**src/rtl/mlfq_pkg.sv**
```systemverilog
// ----------------------------------------------------------------------------
// mlfq_pkg
// Shared widths, codes and interface structs of the multilevel feedback
// task scheduler.
// ----------------------------------------------------------------------------
package mlfq_pkg;

  // default sizing
  localparam int MAX_TASKS_DEF = 32;
  localparam int LEVELS_DEF    = 5;

  // fixed field widths
  localparam int TIME_W = 24;
  localparam int TID_W  = 5;
  localparam int SVC_W  = 16;
  localparam int LVL_W  = 3;

  // action codes
  localparam logic ACT_ADMIT = 1'b0;
  localparam logic ACT_TICK  = 1'b1;

  // configuration space: byte address, word index in the upper bits
  localparam int CFG_ADDR_W = 3;
  localparam int CFG_DATA_W = 32;
  localparam logic [CFG_ADDR_W-3:0] REG_QUANTUM_MODE = 1'b0;
  localparam logic QMODE_RESET = 1'b1;

  typedef struct packed {
    logic push;
    logic pop;
  } fifo_req_t;

  typedef struct packed {
    logic empty;
    logic full;
  } fifo_stat_t;

  typedef struct packed {
    logic admit_we;
    logic run_we;
  } tbl_wr_t;

  typedef struct packed {
    logic              busy;
    logic [TID_W-1:0]  task_id;
    logic [LVL_W-1:0]  level;
    logic              finished;
    logic [TIME_W-1:0] finish_time;
    logic [TIME_W-1:0] turnaround;
    logic [SVC_W-1:0]  service;
  } result_t;

endpackage

```
**src/rtl/mlfq_level_fifo.sv**
```systemverilog
// ----------------------------------------------------------------------------
// mlfq_level_fifo
// Circular queue of task ids for one priority level, with head peek that
// forwards a push into an empty queue.
// ----------------------------------------------------------------------------
module mlfq_level_fifo #(
  parameter int MAX_TASKS = mlfq_pkg::MAX_TASKS_DEF
) (
  input  logic                         clk,
  input  logic                         rst_n,
  input  mlfq_pkg::fifo_req_t          req,
  input  logic [$clog2(MAX_TASKS)-1:0] push_id,
  output logic [$clog2(MAX_TASKS)-1:0] head_id,
  output mlfq_pkg::fifo_stat_t         stat
);

  localparam int IDW = $clog2(MAX_TASKS);
  localparam int CW  = $clog2(MAX_TASKS + 1);

  logic [IDW-1:0] mem_r [MAX_TASKS];
  logic [IDW-1:0] head_r, head_nxt;
  logic [CW-1:0]  count_r, count_nxt;
  logic [IDW:0]   tail_sum, tail_wrap;
  logic [IDW-1:0] tail;

  assign tail_sum  = (IDW+1)'(head_r) + (IDW+1)'(count_r);
  assign tail_wrap = (tail_sum >= (IDW+1)'(MAX_TASKS)) ?
                     tail_sum - (IDW+1)'(MAX_TASKS) : tail_sum;
  assign tail      = tail_wrap[IDW-1:0];

  assign stat.empty = (count_r == '0);
  assign stat.full  = (count_r == CW'(MAX_TASKS));

  // an empty queue being pushed this cycle shows the pushed id at its head
  assign head_id = stat.empty ? push_id : mem_r[head_r];

  always_comb begin
    head_nxt  = head_r;
    if (req.pop) begin
      head_nxt = (head_r == IDW'(MAX_TASKS - 1)) ? '0 : head_r + 1'b1;
    end
    count_nxt = count_r + CW'(req.push) - CW'(req.pop);
  end

  always_ff @(posedge clk) begin
    if (!rst_n) begin
      head_r  <= '0;
      count_r <= '0;
    end else begin
      head_r  <= head_nxt;
      count_r <= count_nxt;
    end
  end

  always_ff @(posedge clk) begin
    if (req.push) begin
      mem_r[tail] <= push_id;
    end
  end

endmodule

```
**src/rtl/mlfq_task_table.sv**
```systemverilog
// ----------------------------------------------------------------------------
// mlfq_task_table
// Per-task remaining service, original demand and arrival time.
// ----------------------------------------------------------------------------
module mlfq_task_table #(
  parameter int MAX_TASKS = mlfq_pkg::MAX_TASKS_DEF
) (
  input  logic                              clk,
  input  mlfq_pkg::tbl_wr_t                 wr,
  input  logic [$clog2(MAX_TASKS)-1:0]      admit_id,
  input  logic [mlfq_pkg::SVC_W-1:0]        admit_demand,
  input  logic [mlfq_pkg::TIME_W-1:0]       admit_time,
  input  logic [$clog2(MAX_TASKS)-1:0]      run_id,
  input  logic [mlfq_pkg::SVC_W-1:0]        run_rem,
  output logic [mlfq_pkg::SVC_W-1:0]        rd_rem,
  output logic [mlfq_pkg::SVC_W-1:0]        rd_orig,
  output logic [mlfq_pkg::TIME_W-1:0]       rd_arrival
);

  logic [mlfq_pkg::SVC_W-1:0]  rem_r  [MAX_TASKS];
  logic [mlfq_pkg::SVC_W-1:0]  orig_r [MAX_TASKS];
  logic [mlfq_pkg::TIME_W-1:0] arr_r  [MAX_TASKS];

  assign rd_rem     = rem_r[run_id];
  assign rd_orig    = orig_r[run_id];
  assign rd_arrival = arr_r[run_id];

  // admit and tick never share a cycle, so one write port per table
  always_ff @(posedge clk) begin
    if (wr.admit_we) begin
      rem_r[admit_id]  <= admit_demand;
      orig_r[admit_id] <= admit_demand;
      arr_r[admit_id]  <= admit_time;
    end else if (wr.run_we) begin
      rem_r[run_id] <= run_rem;
    end
  end

endmodule

```
**src/rtl/multilevel_feedback_task_scheduler_unit.sv**
```systemverilog
// ----------------------------------------------------------------------------
// multilevel_feedback_task_scheduler_unit
// Tick-driven multilevel feedback queue scheduler with per-level quanta.
// ----------------------------------------------------------------------------
// Usage:
//   in_*  : one transaction per command. action=admit queues task_id with
//           service_demand at level 0, stamped with the current time; it
//           produces no result. action=tick advances time one unit and
//           always produces exactly one result transaction on out_*.
//   out_* : the task that ran this tick (or an all-zero idle result), plus
//           finish time, turnaround and original demand on completion.
//   APB   : psel/penable/pwrite/paddr/pwdata/prdata/pready, one register,
//           quantum_mode at byte address 0 (reset 1). pready is tied high.
//           Write it only while no tick result is outstanding.
// Timing: a command is fully processed in the cycle it is accepted; results
//   enter out_*, or the skid while out_* is held. One transaction per cycle
//   if not stalled; the limit is the single pass of requeue, level priority
//   pick, task table read and update between input and result register.
// Stalls: a two-entry output stage (result register plus skid) holds
//   results; in_ready drops only while the skid entry is occupied.
// Reset: synchronous, active low. Clears time, queues, running task and the
//   output stage; takes no clearing pass. Task tables are written on admit.
// ----------------------------------------------------------------------------
module multilevel_feedback_task_scheduler_unit #(
  parameter int MAX_TASKS = mlfq_pkg::MAX_TASKS_DEF,
  parameter int LEVELS    = mlfq_pkg::LEVELS_DEF
) (
  input  logic                               clk,
  input  logic                               rst_n,
  // command channel
  input  logic                               in_valid,
  output logic                               in_ready,
  input  logic                               in_action,
  input  logic [mlfq_pkg::TID_W-1:0]         in_task_id,
  input  logic [mlfq_pkg::SVC_W-1:0]         in_service_demand,
  // result channel
  output logic                               out_valid,
  input  logic                               out_ready,
  output logic                               out_busy_res,
  output logic [mlfq_pkg::TID_W-1:0]         out_running_task,
  output logic [mlfq_pkg::LVL_W-1:0]         out_running_level,
  output logic                               out_finished,
  output logic [mlfq_pkg::TIME_W-1:0]        out_finish_time,
  output logic [mlfq_pkg::TIME_W-1:0]        out_turnaround,
  output logic [mlfq_pkg::SVC_W-1:0]         out_service_total,
  // configuration
  input  logic                               psel,
  input  logic                               penable,
  input  logic                               pwrite,
  input  logic [mlfq_pkg::CFG_ADDR_W-1:0]    paddr,
  input  logic [mlfq_pkg::CFG_DATA_W-1:0]    pwdata,
  output logic [mlfq_pkg::CFG_DATA_W-1:0]    prdata,
  output logic                               pready
);

  localparam int IDW = $clog2(MAX_TASKS);
  localparam int LIW = $clog2(LEVELS);
  localparam int QW  = LEVELS;          // quantum up to 2^(LEVELS-1)

  // --------------------------------------------------------------------------
  // Configuration register
  // --------------------------------------------------------------------------
  logic qmode_r;
  logic cfg_hit;

  assign pready  = 1'b1;
  assign cfg_hit = (paddr[mlfq_pkg::CFG_ADDR_W-1:2] == mlfq_pkg::REG_QUANTUM_MODE);
  assign prdata  = cfg_hit ? mlfq_pkg::CFG_DATA_W'(qmode_r) : '0;

  always_ff @(posedge clk) begin
    if (!rst_n) begin
      qmode_r <= mlfq_pkg::QMODE_RESET;
    end else if (psel && penable && pwrite && pready && cfg_hit) begin
      qmode_r <= pwdata[0];
    end
  end

  // --------------------------------------------------------------------------
  // Scheduler state
  // --------------------------------------------------------------------------
  logic [mlfq_pkg::TIME_W-1:0] time_r, time_nxt;
  logic                        active_valid_r, active_valid_nxt;
  logic [IDW-1:0]              active_task_r, active_task_nxt;
  logic [LIW-1:0]              active_level_r, active_level_nxt;
  logic [QW-1:0]               qused_r, qused_nxt;

  // output stage
  mlfq_pkg::result_t out_r, skid_r, res;
  logic              out_valid_r, skid_valid_r;

  // handshake decode
  logic accept, is_tick, is_admit, id_ok, admit_go;

  assign in_ready = !skid_valid_r;
  assign accept   = in_valid && in_ready;
  assign is_tick  = accept && (in_action == mlfq_pkg::ACT_TICK);
  assign is_admit = accept && (in_action == mlfq_pkg::ACT_ADMIT);
  assign id_ok    = (9'(in_task_id) < 9'(MAX_TASKS));

  // --------------------------------------------------------------------------
  // Level queues
  // --------------------------------------------------------------------------
  mlfq_pkg::fifo_req_t  req     [LEVELS];
  mlfq_pkg::fifo_stat_t stat    [LEVELS];
  logic [IDW-1:0]       head_id [LEVELS];
  logic [IDW-1:0]       push_id;
  logic [LEVELS-1:0]    push_v, pop_v;

  for (genvar g = 0; g < LEVELS; g++) begin : g_level
    assign req[g] = '{push: push_v[g], pop: pop_v[g]};

    mlfq_level_fifo #(
      .MAX_TASKS (MAX_TASKS)
    ) u_fifo (
      .clk     (clk),
      .rst_n   (rst_n),
      .req     (req[g]),
      .push_id (push_id),
      .head_id (head_id[g]),
      .stat    (stat[g])
    );
  end

  assign admit_go = is_admit && id_ok && !stat[0].full;
  assign push_id  = is_admit ? IDW'(in_task_id) : active_task_r;

  // --------------------------------------------------------------------------
  // Tick: retire expired quantum, then pick, then run one unit
  // --------------------------------------------------------------------------
  logic [QW-1:0]  quantum;
  logic           expire, still_active, any_wait, requeue;
  logic [LIW-1:0] rq_lvl;
  logic [LEVELS-1:0] nonempty;
  logic           found, sel_go, running, done;
  logic [LIW-1:0] sel_lvl, run_level;
  logic [IDW-1:0] run_task;

  logic [mlfq_pkg::SVC_W-1:0]  rd_rem, rd_orig, rem_new;
  logic [mlfq_pkg::TIME_W-1:0] rd_arrival, time_inc;

  assign quantum      = qmode_r ? (QW'(1) << active_level_r) : QW'(1);
  assign expire       = active_valid_r && (qused_r >= quantum);
  assign still_active = active_valid_r && !expire;

  // demotion only when someone else is waiting, capped at the lowest level
  always_comb begin
    any_wait = 1'b0;
    for (int l = 0; l < LEVELS; l++) begin
      any_wait = any_wait || !stat[l].empty;
    end
  end

  assign rq_lvl  = (any_wait && active_level_r != LIW'(LEVELS - 1)) ?
                   active_level_r + 1'b1 : active_level_r;
  // a requeue into a full level is dropped
  assign requeue = is_tick && expire && !stat[rq_lvl].full;

  always_comb begin
    for (int l = 0; l < LEVELS; l++) begin
      push_v[l]   = ((l == 0) && admit_go) || (requeue && rq_lvl == LIW'(l));
      nonempty[l] = !stat[l].empty || push_v[l];
    end
  end

  // highest non-empty level wins
  always_comb begin
    found   = 1'b0;
    sel_lvl = '0;
    for (int l = 0; l < LEVELS; l++) begin
      if (!found && nonempty[l]) begin
        found   = 1'b1;
        sel_lvl = LIW'(l);
      end
    end
  end

  assign sel_go = is_tick && !still_active && found;

  always_comb begin
    for (int l = 0; l < LEVELS; l++) begin
      pop_v[l] = sel_go && (sel_lvl == LIW'(l));
    end
  end

  assign running   = is_tick && (still_active || found);
  assign run_task  = still_active ? active_task_r : head_id[sel_lvl];
  assign run_level = still_active ? active_level_r : sel_lvl;

  mlfq_pkg::tbl_wr_t tbl_wr;
  assign tbl_wr.admit_we = admit_go;
  assign tbl_wr.run_we   = running;

  mlfq_task_table #(
    .MAX_TASKS (MAX_TASKS)
  ) u_table (
    .clk          (clk),
    .wr           (tbl_wr),
    .admit_id     (IDW'(in_task_id)),
    .admit_demand (in_service_demand),
    .admit_time   (time_r),
    .run_id       (run_task),
    .run_rem      (rem_new),
    .rd_rem       (rd_rem),
    .rd_orig      (rd_orig),
    .rd_arrival   (rd_arrival)
  );

  // a task with no service left completes on the tick it runs
  assign rem_new  = (rd_rem != '0) ? rd_rem - 1'b1 : '0;
  assign done     = (rem_new == '0);
  assign time_inc = time_r + 1'b1;

  always_comb begin
    time_nxt         = time_r;
    active_valid_nxt = active_valid_r;
    active_task_nxt  = active_task_r;
    active_level_nxt = active_level_r;
    qused_nxt        = qused_r;
    if (is_tick) begin
      time_nxt         = time_inc;
      active_valid_nxt = running && !done;
      if (sel_go) begin
        active_task_nxt  = head_id[sel_lvl];
        active_level_nxt = sel_lvl;
      end
      if (running) begin
        qused_nxt = (still_active ? qused_r : '0) + 1'b1;
      end
    end
  end

  always_ff @(posedge clk) begin
    if (!rst_n) begin
      time_r         <= '0;
      active_valid_r <= 1'b0;
      active_task_r  <= '0;
      active_level_r <= '0;
      qused_r        <= '0;
    end else begin
      time_r         <= time_nxt;
      active_valid_r <= active_valid_nxt;
      active_task_r  <= active_task_nxt;
      active_level_r <= active_level_nxt;
      qused_r        <= qused_nxt;
    end
  end

  // result of this tick; idle ticks give all zero fields
  always_comb begin
    res.busy        = running;
    res.task_id     = running ? mlfq_pkg::TID_W'(run_task) : '0;
    res.level       = running ? mlfq_pkg::LVL_W'(run_level) : '0;
    res.finished    = running && done;
    res.finish_time = res.finished ? time_inc : '0;
    res.turnaround  = res.finished ? time_inc - rd_arrival : '0;
    res.service     = res.finished ? rd_orig : '0;
  end

  // --------------------------------------------------------------------------
  // Output register with skid entry
  // --------------------------------------------------------------------------
  logic out_free;
  assign out_free = !out_valid_r || out_ready;

  always_ff @(posedge clk) begin
    if (!rst_n) begin
      out_valid_r  <= 1'b0;
      skid_valid_r <= 1'b0;
    end else if (out_free) begin
      out_valid_r  <= skid_valid_r || is_tick;
      skid_valid_r <= 1'b0;
    end else if (is_tick) begin
      skid_valid_r <= 1'b1;
    end
  end

  always_ff @(posedge clk) begin
    if (out_free) begin
      out_r <= skid_valid_r ? skid_r : res;
    end else if (is_tick) begin
      skid_r <= res;
    end
  end

  assign out_valid         = out_valid_r;
  assign out_busy_res      = out_r.busy;
  assign out_running_task  = out_r.task_id;
  assign out_running_level = out_r.level;
  assign out_finished      = out_r.finished;
  assign out_finish_time   = out_r.finish_time;
  assign out_turnaround    = out_r.turnaround;
  assign out_service_total = out_r.service;

`ifndef SYNTHESIS
  // skid only fills behind a held result
  a_skid_behind_out: assert property (@(posedge clk) disable iff (!rst_n)
    skid_valid_r |-> out_valid_r)
    else $error("skid entry valid with empty output register");

  // completion only reported for a task that ran
  a_finish_busy: assert property (@(posedge clk) disable iff (!rst_n)
    (out_valid_r && out_r.finished) |-> out_r.busy)
    else $error("finished without busy");

  // idle tick reports nothing
  a_idle_zero: assert property (@(posedge clk) disable iff (!rst_n)
    (out_valid_r && !out_r.busy) |-> (out_r.task_id == '0 && out_r.service == '0))
    else $error("idle result carries task data");

  // every accepted tick advances time by one
  a_tick_time: assert property (@(posedge clk) disable iff (!rst_n)
    is_tick |=> (time_r == $past(time_inc)))
    else $error("time did not advance on tick");
`endif

endmodule

```
**config.mk**
```make
export PLATFORM = sky130hd
export DESIGN_NAME = multilevel_feedback_task_scheduler_unit
export DESIGN_NICKNAME = d
export VERILOG_FILES = /design/src/rtl/mlfq_pkg.sv /design/src/rtl/mlfq_level_fifo.sv /design/src/rtl/mlfq_task_table.sv /design/src/rtl/multilevel_feedback_task_scheduler_unit.sv
export SDC_FILE = /design/constraint.sdc
export NUM_CORES = 2
export LEC_CHECK = 0
export BUFFER_PORTS_ARGS = -buffer_cell sky130_fd_sc_hd__buf_2
export CORE_MARGIN = 3
export CORE_UTILIZATION = 40
export DETAILED_ROUTE_END_ITERATION = 8
export PLACE_DENSITY = 0.55
export SYNTH_ARGS = -nofsm -noshare
export SYNTH_HDL_FRONTEND = slang
export SYNTH_SLANG_ARGS = --single-unit
```
**constraint.sdc**
```tcl
create_clock -name clk -period 26.5 [get_ports clk]
set_input_delay 3.975 -clock clk [delete_from_list [all_inputs] [get_ports clk]]
set_output_delay 3.975 -clock clk [all_outputs]
set_load 0.005 [all_outputs]
```
==> results.py <==
metrics = {
    "outcome": {
        "status": "complete, no violations",
    },
    "pwr": {
        "power_leakage_nw": 46.12,
        "switching_power_mw": 8.042,
        "power.density_mw_per_mm2": 136.3,
        "ir_drop_v": 0.0002572,
        "power_mw": 18.26,
        "p_clk_frac": 0.230,
        "p_int_mw": 10.22,
        "power_frac_seq": 0.296,
        "switching_share": 0.4404,
        "comb_power_share": 0.474,
    },
    "timing": {
        "post-route-period-util": 0.5383,
        "whs_ns": 0.4868,
        "finalSetupViolCount": 0,
        "finClkSkew_ns": 0.07179,
        "min_period_ns": 14.26,
        "worst_slew_pin_slew_ns": 1.366,
        "maxSlewHeadroom": 0.08181,
        "rsz0062_at_grt": "false",
        "slew_viol_final": 0,
        "setup-tns-final_ns": 0,
        "hold_violations": 0,
        "worst_slack_ns": 12.24,
        "fmax_mhz": 70.10,
    },
    "final_layout": {
        "drive_gt1_frac": 0.1369,
        "layout.nets": 8654,
        "fill_cells": 26080,
        "utilization": 0.4537,
        "multi_input_area_sq_mm": 0.03223,
        "seqCellArea_sq_mm": 0.08471,
        "fin_cells": 12630,
        "fin_area_sq_mm": 0.1340,
        "area_growth_pct": 12.40,
    },
    "clocking": {
        "htree_num_levels": 5,
        "cts_setup_buffers": 0,
        "cts_tree": "built",
        "hold_buffers": 0,
        "clock_latency_ns": 0.88,
        "clk_path_buf_depth": 4,
        "cts_resized": 0,
        "cts-root-buf": "clkbuf_16",
        "cts.sinks": 2861,
        "clkTransAtPathRegs_ns": 0.06,
        "cts_buffers": 308,
    },
    "global_route": {
        "use_met1": 0.2866,
        "use_met2": 0.3419,
        "grt_util_met3": 0.02973,
        "grt_pass1_vias": 68900,
        "grt_overflow": 0,
        "busiest_layer": "met2",
        "antenna_found_initial": 20,
        "grt.total_usage": 0.2076,
        "grt_max_degree": 157,
        "grt_pass1_wl_um": 471600,
    },
    "logic_synthesis": {
        "synth_enable_flop_cells": 2740,
        "yosys-top-cells-area": "edfxtp_1 (69%), nand2_1 (5.3%), mux4_2 (4.9%)",
        "ys.flop_type": "edfxtp_1",
        "synth-async-reset-ratio": 0,
        "ys_seq_area_frac": 0.7107,
        "ys_types": 100,
        "yosys.area.top_type": "edfxtp_1",
        "avgSynthCellArea_sq_um": 14.20,
        "ys_seq_elements": 2861,
        "synthCells": 8396,
        "yosys.area.top_type_share": 0.6903,
        "synthesis.area_sq_mm": 0.1192,
        "ys_warn_count": 0,
        "synth_most_common_cell": "edfxtp_1",
        "synth_common_cells": "edfxtp_1 (2740), nand2_1 (1672), nand3_1 (736)",
    },
    "drt": {
        "via_per_inst": 5.617,
        "drt_wl_total_um": 322700,
        "drc": 0,
        "drtPass1Iterations": 5,
        "final_antenna_net_count": 0,
        "first_iter_violations": 7026,
        "wl_per_cell_um": 25.55,
        "dr_total_vias": 70940,
    },
    "placed_design": {
        "place_hpwl_um": 178200,
        "place_congestion": 0.8125,
        "placement.cell_area_sq_mm": 0.1242,
        "place_worst_setup_slack_ns": 11.48,
        "dp_cells": 12080,
        "portBuffers": 107,
    },
    "critical_path": {
        "crit_path_start_kind": "input pin",
        "crit_fanout": 125,
        "end_kind": "register",
        "worstSetupPathType": "input pin to register",
        "crit_required_ns": 27.04,
        "worstPathArrival_ns": 14.80,
    },
    "floorplan": {
        "boundaryPins": 173,
        "core_sq_mm": 0.2953,
        "die_x_um": 551.9,
        "num_rows": 199,
        "start_util": 0.4036,
        "dieArea_sq_mm": 0.3046,
        "die-height_um": 551.9,
    },
    "job": {
        "maxCapViolations": 0,
    },
    "hold_path": {
        "min_path_type": "register to register",
    },
}
flip-flops by register name, summed over array words and instances, names as in the netlist, 3 cells and up, named ones only:
register                count
active_task_r               5
qused_r                     5
g_level.u_fifo.mem_r      800
time_r                     24
out_running_level           3
out_running_task            5
out_service_total          16
out_finish_time            24
u_table.orig_r            512
g_level.u_fifo.count_r     30
skid_r                     74
g_level.u_fifo.head_r      25
out_turnaround             24
u_table.arr_r             768
active_level_r              3
u_table.rem_r             512
power groups by stage:
stage | Clock, mW | Sequential (mW) | Combinational [mW]
6_report | 4.20 | 5.40 | 8.66
5_1_grt | 4.46 | 5.41 | 9.40
4_1_cts | 4.28 | 5.40 | 8.70
3_5_place_dp | 0 | 5.49 | 8.68
3_3_place_gp | 0 | 5.49 | 8.60
2_1_floorplan | 0 | 5.50 | 5.69
layer usage:
| metal | wire length [um] | vias to the layer above |
|---|---|---|
| met3 | 20090 | 498 |
| met2 | 156900 | 2279 |
| met1 | 136600 | 36410 |
| met4 | 9101 | 6 |
| li1 | - | 31740 |
| met5 | 30 | - |
worst paths after layout:
path / from / slack, ns / to / depth (start not counted)
max: in_action / 12.24 / out_turnaround[4]$_DFFE_PP_ / 27
min: qused_r[4]$_SDFFE_PN0P_ / 0.49 / qused_r[4]$_SDFFE_PN0P_ / 2
min reg2reg: qused_r[4]$_SDFFE_PN0P_ / 0.49 / qused_r[4]$_SDFFE_PN0P_ / 2
max reg2reg: g_level[2].u_fifo.count_r[2]$_SDFF_PN0_ / 14.19 / out_turnaround[4]$_DFFE_PP_ / 27
worst max-delay path: stages:
cell,delay (ns)
buf_2,0.12
and3b_1,0.17
buf_4,0.24
and2_1,0.24
and4_1,0.20
or2_1,0.32
a31oi_1,0.48
a211o_1,0.39
nand2_2,0.36
nor2_2,0.97
o31a_1,0.26
buf_4,0.39
nand2b_4,0.58
buf_12,0.60
buf_4,0.77
and3_1,0.33
a211oi_1,0.09
a21oi_1,0.16
nand4_1,0.31
or3_1,0.60
nor3_2,0.39
and4_1,0.26
nor2_1,0.09
a41oi_4,0.42
buf_4,0.71
buf_4,0.85
o31ai_1,0.21
cells in the final DEF (no fill, tap or decap), types with 115 or more instances in the layout:
cell | netlist | final
a21oi_1 | 197 | 195
a31oi_1 | 119 | 119
and3_1 | 246 | 246
buf_4 | 55 | 158
clkbuf_16 | 0 | 311
dfxtp_1 | 121 | 115
edfxtp_1 | 2740 | 2740
inv_1 | 124 | 121
mux2i_1 | 135 | 134
mux4_2 | 261 | 261
nand2_1 | 1672 | 1669
nand3_1 | 736 | 736
nor2_1 | 405 | 339
area by class of cell:
| type | count | share of cell area |
|---|---|---|
| Antenna cell | 11 | 0.0002055 |
| Multi-Input combinational cell | 4897 | 0.2406 |
| Clock buffer | 380 | 0.06077 |
| Tap cell | 3919 | 0.03660 |
| Timing Repair Buffer | 272 | 0.01390 |
| Inverter | 127 | 0.003633 |
| Sequential cell | 2861 | 0.6323 |
| Clock inverter | 162 | 0.01198 |
kinds of logic (layout without fill, tap and decap cells):
logic type	count (synthesis)	count (layout)	synth area share
compound gates	876	876	0.05330
fa+ha+maj	123	123	0.01361
simple gates	3316	3316	0.1247
xor+xnor	123	123	0.009039
flops	2861	2861	0.7107
mux	427	427	0.06361
buf+inv	668	941	0.02506
other cells	2	43	0.00006301
(Power assumes the default switching activity.)
